<file path="src/hdl/hbm_pkg.sv">
// ----------------------------------------------------------------------------
// hbm_pkg
// Sizes, input codes and the transaction token for the blocklist matcher.
// ----------------------------------------------------------------------------
`timescale 1ns / 1ps
`default_nettype none

package hbm_pkg;

	// table geometry
	localparam int MAX_ENTRIES = 128;
	localparam int ENTRY_BYTES = 128;

	localparam int IDX_W  = (MAX_ENTRIES > 1) ? $clog2(MAX_ENTRIES) : 1;
	localparam int CNT_W  = $clog2(MAX_ENTRIES + 1);
	localparam int ADDR_W = $clog2(ENTRY_BYTES);
	localparam int LEN_W  = ADDR_W;
	localparam int POS_W  = 16;

	localparam int PREFIX_LEN = 4;
	localparam logic [POS_W-1:0] QPOS_MAX = '1;

	// cycles from an accepted query byte to its result strobe
	localparam int LATENCY = 2 * MAX_ENTRIES + 1;

	localparam logic [7:0] CHAR_W   = 8'h77;
	localparam logic [7:0] CHAR_DOT = 8'h2E;

	// input mode codes
	localparam logic [1:0] MODE_CLEAR = 2'd0;
	localparam logic [1:0] MODE_LOAD  = 2'd1;
	localparam logic [1:0] MODE_QUERY = 2'd2;

	// token passed from cell to cell
	typedef struct packed {
		logic             vld;
		logic             is_query;
		logic [7:0]       c;
		logic             last;
		logic [POS_W-1:0] pos;    // load position or host position
		logic [IDX_W-1:0] idx;    // entry under load
		logic [CNT_W-1:0] total;  // entries stored when issued
		logic             wr;     // load byte is stored
		logic             close;  // load closes the entry
		logic             qact;   // a host was part way streamed
		logic             hit;    // running match result
	} token_t;

	// byte k of "www."
	function automatic logic [7:0] www_byte(input logic [1:0] k);
		logic [7:0] b;
		b = (k == 2'd3) ? CHAR_DOT : CHAR_W;
		return b;
	endfunction

endpackage

`default_nettype wire

</file>
<file path="src/hdl/hbm_ram.sv">
// ----------------------------------------------------------------------------
// hbm_ram
// Generic single-port RAM with registered read.
// ----------------------------------------------------------------------------
`timescale 1ns / 1ps
`default_nettype none

module hbm_ram #(
	parameter int WIDTH = 8,
	parameter int DEPTH = 128
) (
	input  wire logic                     clk,
	input  wire logic                     we,
	input  wire logic [$clog2(DEPTH)-1:0] addr,
	input  wire logic [WIDTH-1:0]         wdata,
	output logic      [WIDTH-1:0]         rdata
);

	logic [WIDTH-1:0] mem [DEPTH];

	// write, or read into the output register
	always_ff @(posedge clk) begin
		if (we) begin
			mem[addr] <= wdata;
		end
		rdata <= mem[addr];
	end

endmodule

`default_nettype wire

</file>
<file path="src/hdl/hbm_cell.sv">
// ----------------------------------------------------------------------------
// hbm_cell
// One table entry: its bytes, length and three running match flags.
// ----------------------------------------------------------------------------
`timescale 1ns / 1ps
`default_nettype none

module hbm_cell import hbm_pkg::*; (
	input  wire logic             clk,
	input  wire logic             arst_n,
	input  wire logic [IDX_W-1:0] cell_idx,
	input  wire token_t           tok_in,
	output token_t                tok_out
);

	token_t            tok_s1;
	token_t            tok_q;
	logic [7:0]        rdata;
	logic [2:0]        flags_q;
	logic [LEN_W-1:0]  len_q;
	logic [7:0]        first_q [PREFIX_LEN];
	logic [7:0]        hist_q  [8];

	logic              mine_in;
	logic              we;
	logic [ADDR_W-1:0] addr;

	// entry bytes; a query reads four ahead of the host position
	assign mine_in = tok_in.idx == cell_idx;
	assign we      = tok_in.vld && !tok_in.is_query && tok_in.wr && mine_in;
	assign addr    = tok_in.is_query ? ADDR_W'(tok_in.pos + POS_W'(PREFIX_LEN))
	                                 : tok_in.pos[ADDR_W-1:0];

	hbm_ram #(.WIDTH(8), .DEPTH(ENTRY_BYTES)) u_ram (
		.clk   (clk),
		.we    (we),
		.addr  (addr),
		.wdata (tok_in.c),
		.rdata (rdata)
	);

	// compare stage
	logic              mine_s1;
	logic              active;
	logic [POS_W:0]    p17;
	logic [POS_W:0]    el17;
	logic [POS_W:0]    hl;
	logic [7:0]        nm_p;
	logic [7:0]        nm_pm4;
	logic              pref;
	logic              e0, e1, e2;
	logic [2:0]        f_cur;
	logic [2:0]        f_nxt;
	logic              hitc;
	logic              q_upd;
	token_t            tok_nxt;

	always_comb begin
		mine_s1 = tok_s1.idx == cell_idx;
		active  = CNT_W'(cell_idx) < tok_s1.total;
		p17     = {1'b0, tok_s1.pos};
		el17    = (POS_W+1)'(len_q);
		hl      = p17 + (POS_W+1)'(1);
		// hist_q[3] holds byte p, hist_q[7] byte p-4 once far enough in
		nm_p    = (tok_s1.pos < POS_W'(4)) ? first_q[tok_s1.pos[1:0]] : hist_q[3];
		nm_pm4  = (tok_s1.pos < POS_W'(8)) ? first_q[tok_s1.pos[1:0]] : hist_q[7];
		pref    = (len_q >= LEN_W'(PREFIX_LEN)) && (first_q[0] == www_byte(2'd0))
		          && (first_q[1] == www_byte(2'd1)) && (first_q[2] == www_byte(2'd2))
		          && (first_q[3] == www_byte(2'd3));
		e0      = (p17 < el17) && (nm_p == tok_s1.c);
		if (tok_s1.pos < POS_W'(PREFIX_LEN)) begin
			e1 = tok_s1.c == www_byte(tok_s1.pos[1:0]);
		end else begin
			e1 = (p17 - (POS_W+1)'(PREFIX_LEN) < el17) && (nm_pm4 == tok_s1.c);
		end
		e2      = pref && (p17 + (POS_W+1)'(PREFIX_LEN) < el17) && (rdata == tok_s1.c);
		f_cur   = (tok_s1.pos == '0) ? 3'b111 : flags_q;
		f_nxt   = f_cur & {e2, e1, e0};
		hitc    = (f_nxt[0] && (el17 == hl))
		          || (f_nxt[1] && (hl >= (POS_W+1)'(PREFIX_LEN))
		              && (hl - (POS_W+1)'(PREFIX_LEN) == el17))
		          || (f_nxt[2] && (el17 >= (POS_W+1)'(PREFIX_LEN))
		              && (el17 - (POS_W+1)'(PREFIX_LEN) == hl));
		q_upd   = tok_s1.vld && tok_s1.is_query && active;
		tok_nxt     = tok_s1;
		tok_nxt.hit = tok_s1.hit || (q_upd && tok_s1.last && hitc);
	end

	// token registers
	always_ff @(posedge clk or negedge arst_n) begin
		if (!arst_n) begin
			tok_s1  <= '0;
			tok_q   <= '0;
			flags_q <= 3'b111;
		end else begin
			tok_s1 <= tok_in;
			tok_q  <= tok_nxt;
			if (q_upd) begin
				flags_q <= f_nxt;
			end else if (tok_s1.vld && !tok_s1.is_query && mine_s1 && tok_s1.close
			             && tok_s1.qact) begin
				flags_q <= 3'b000;
			end
		end
	end

	// entry length, leading bytes and read history
	always_ff @(posedge clk) begin
		if (tok_s1.vld && !tok_s1.is_query && mine_s1) begin
			if (tok_s1.wr && (tok_s1.pos < POS_W'(PREFIX_LEN))) begin
				first_q[tok_s1.pos[1:0]] <= tok_s1.c;
			end
			if (tok_s1.close) begin
				len_q <= tok_s1.pos[LEN_W-1:0] + LEN_W'(tok_s1.wr);
			end
		end
		if (tok_s1.vld && tok_s1.is_query) begin
			hist_q[0] <= rdata;
			for (int k = 1; k < 8; k++) begin
				hist_q[k] <= hist_q[k-1];
			end
		end
	end

	assign tok_out = tok_q;

endmodule

`default_nettype wire

</file>
<file path="config.mk">
export PLATFORM = sky130hd
export DESIGN_NAME = hbm_cell
export DESIGN_NICKNAME = d
export VERILOG_FILES = /design/src/hdl/hbm_pkg.sv /design/src/hdl/hbm_ram.sv /design/src/hdl/hbm_cell.sv
export SDC_FILE = /design/constraint.sdc
export NUM_CORES = 1
export LEC_CHECK = 0
export ABC_CLOCK_PERIOD_IN_PS = 8500
export BUFFER_PORTS_ARGS = -buffer_cell sky130_fd_sc_hd__buf_2
export CORE_MARGIN = 5
export CORE_UTILIZATION = 40
export CTS_CLUSTER_DIAMETER = 100
export DETAILED_ROUTE_END_ITERATION = 10
export PLACE_DENSITY = 0.52
export SETUP_SLACK_MARGIN = 0.02
export SYNTH_ARGS = -nofsm -noshare
export SYNTH_HDL_FRONTEND = slang
export SYNTH_SLANG_ARGS = --single-unit
</file>
<file path="constraint.sdc">
create_clock -name clk -period 8.5 [get_ports clk]
set_input_delay 1.275 -clock clk [delete_from_list [all_inputs] [get_ports clk]]
set_output_delay 1.275 -clock clk [all_outputs]
set_load 0.02 [all_outputs]
</file>
==> metrics.md <==
| Metric | Value |
|---|---|
| Largest net degree at the start of global routing | `90` |
| TritonCTS Sinks | `1230` |
| Routed len/inst | `29.7 µm` |
| CTS max path bufs | `3` |
| ANT nets after route | `0` |
| Slowest stage cell, crit path | `nor2_1` |
| WS Path Type | `in -> reg` |
| CTS tree | `yes` |
| Top-count cell post-synth | `edfxtp_1` |
| RSZ-0062 raised after global routing | `false` |
| Via/cell ratio | `5.93` |
| #FFs+latches synth | `1230` |
| Final Non-Filler Cells | `4456` |
| Setup bufs post-CTS | `0` |
| Initial antenna violation count | `7` |
| Post-synth EDFFs | `1127` |
| Sequential share of the synthesized area | `~80%` |
| Die Y | `351 µm` |
| Die area | `123000 µm²` |
| PD cells | `243 nW/µm²` |
| Synth area leader | `edfxtp_1` |
| Yosys cell types | `75` |
| First-pass GRT wire length | `191 mm` |
| Clock-pin transition on the worst setup and hold timing paths | `60 ps` |
| Share of layout cells above drive strength 1 | `13.3%` |
| Crit. End Element | `register` |
| Max VDD drop | `0.000195 V` |
| Detailed-router iteration count before antenna repair | `5` |
| Final Cycle Share | `about half` |
| Worst skew pair latency | `~730 ps` |
| Worst-margin pin slew | `~1100 ps` |
| Ys flop type | `edfxtp_1` |
| Hold WS | `375 ps` |
| GR Util All Layers | `21.3%` |
| Net Count, Synth | `2797` |
| Status | `complete, no violations` |
| Crit path largest cell delay | `910 ps` |
| Total negative setup slack | `0 ps` |
| Max frequency | `232 MHz` |
| Area Growth Syn to Fin | `13.4%` |
| Vias in the first global route | `26800` |
| Asr flop ratio synth | `7.72%` |
| Overall Power | `roughly 13 mW` |
| Placed insts | `4222` |
| Crit path cell chain | `buf_2 -> xnor2_2 -> nor3b_4 -> buf_4 -> nand2_2 -> nor2_1` |
| Vias | `approximately 26000` |
| Root buffer cell | `clkbuf_16` |
| Max-slew headroom | `24.1%` |
| GP Congestion | `slightly below 0.9` |
| CTS resizes | `0` |
| CTS H-Tree Depth | `4` |
| TritonCTS Buffers | `130` |
| Fillers | `9986` |
| Hold/Removal Path Class | `reg -> reg` |
| Final Hold Vio Count | `0` |
| Yosys top cell area share | `72.8%` |
| # IOs | `101` |
| Detailed Route WL | `132 mm` |
| Fin. max-slew vios | `0` |
| Core area | `116000 µm²` |
| Setup crit start kind | `input pin` |
| Syn avg cell area | `17.2 µm²` |
| Hpwl dp | `79.8 mm` |
| Req. time, crit path | `around 8800 ps` |
| Initial drt markers | `2967` |
| Post-synth top cells | `1127 x edfxtp_1, 503 x a22oi_1, 182 x nor2_1, 113 x nand4_1, 92 x dfrtp_1` |
| Nets@finish | `~2900` |
| Cells after Synth | `approximately 2700` |
| Rows | `around 130` |
| Register Area | `approximately 36000 µm²` |
| Final min period | `4310 ps` |
| I/O Buffers | `100` |
| Final setup fails | `0` |
| Die W | `351 µm` |
| Post-Syn Area | `46500 µm²` |
| Max-Cap Viols | `0` |
| Post-route DRC | `0` |
| Max FO, Critical Path | `26` |
| Starting Density | `40.1%` |
| Multi-input logic area | `9390 µm²` |
| P_leak | `16.6 nW` |
| Top cells by area, synth | `edfxtp_1 73%, a22oi_1 8.1%, dfrtp_1 5.0%, nand4_1 1.5%, nor2_1 1.5%` |
| Clk_skew | `21.0 ps` |
| Hold-fix buffers at CTS | `0` |
| Grt ovf | `0` |
| Yosys Warn Count | `0` |
| Critical path arrival | `~4700 ps` |
-- power by group --
part | leakage, nW | total (mW) | switching (mW) | internal [mW]
sequential | 11.3 | 6.71 | 0.0558 | 6.65
clock | 1.95 | 5.36 | 2.32 | 3.04
combinational | 3.30 | 0.752 | 0.538 | 0.215
-- stage by stage --
stage / area, µm² / utilization, % / worst slack (ps)
6_report: 52700 / 45.5 / 4190
2_1_floorplan: 46500 / - / 4680
3_3_place_gp: 48700 / 42.1 / 3540
5_1_grt: 52700 / 45.5 / 4090
4_1_cts: 52700 / 45.5 / 4290
3_5_place_dp: 48700 / 42.1 / 3510
-- cell usage in the layout (no fill, tap or decap), types with 6 or more instances in the layout --
cell and n:
a211oi_1 11, a21oi_1 20, a221oi_1 13, a22o_1 9, a22oi_1 503, a31oi_1 11
a41oi_1 33, and2_1 10, buf_2 91, buf_4 51, bufinv_16 6, clkbuf_1 26
clkbuf_16 131, clkinv_1 28, clkinv_2 20, dfrtp_1 92, dfxtp_1 8, edfxtp_1 1127
ha_1 36, inv_1 30, inv_6 8, mux2i_1 20, mux4_2 20, nand2_1 46
nand2_2 9, nand3_1 20, nand4_1 113, nor2_1 180, nor3_1 21, nor4_1 12
o21ai_0 19, or4_1 9, xnor2_1 59, xor2_1 17
-- path summary, 6_finish.rpt --
kind                             from          endpoint  slack [ps]  cells past startpoint
max                        tok_in[44]  u_ram.mem[45][2]        4190                      6
min                        tok_nxt[7]        tok_out[7]         380                      0
max reg2reg                    p17[2]        tok_out[0]        4540                     12
min reg2reg                tok_nxt[7]        tok_out[7]         380                      0
max in group asynchronous      arst_n       tok_out[24]        6870                      2
min in group asynchronous      arst_n       tok_out[33]         530                      1
-- cells by family after synthesis --
family          synth area share (%)
flops                           78.3
compound gates                  10.5
simple gates                    5.23
buf+inv                         1.70
xor+xnor                        1.77
mux                             1.50
fa+ha+maj                      0.969
-- flip-flops by register name, indices dropped and copies added, names as in the netlist --
register and flops:
hist_q 64, u_ram.mem 1024, first_q 32, tok_out 46, p17 16, tok_s1 1, tok_nxt 29, flags_q 3
len_q 7, u_ram.rdata 8
-- metal layers --
| layer | GRT usage (%) | vias to the layer above | share of wire [%] |
|---|---|---|---|
| li1 | - | 11300 | - |
| met1 | 28.7 | 13700 | 41 |
| met2 | 34.5 | 1264 | 48 |
| met3 | 5.33 | 184 | 8.7 |
| met4 | 6.26 | 6 | 2.5 |
| met5 | 0 | - | 0.029 |
-- cell type report --
cell class / count / share of cell area, %
Sequential cell: 1230 / 69.0
Antenna cell: 4 / 0.0190
Multi-Input combinational cell: 1291 / 17.8
Clock buffer: 159 / 6.46
Tap cell: 1524 / 3.62
Inverter: 30 / 0.214
Timing Repair Buffer: 147 / 1.76
Clock inverter: 71 / 1.09
-- worst max-delay path, delay by kind of cell --
kind | cells | cell delay [ps]
xor gates and xnor gates | 1 | 220
buffers and inverters | 2 | 800
and+or+nand+nor | 3 | 2300
No activity file was read; power rests on OpenSTA's default activity.
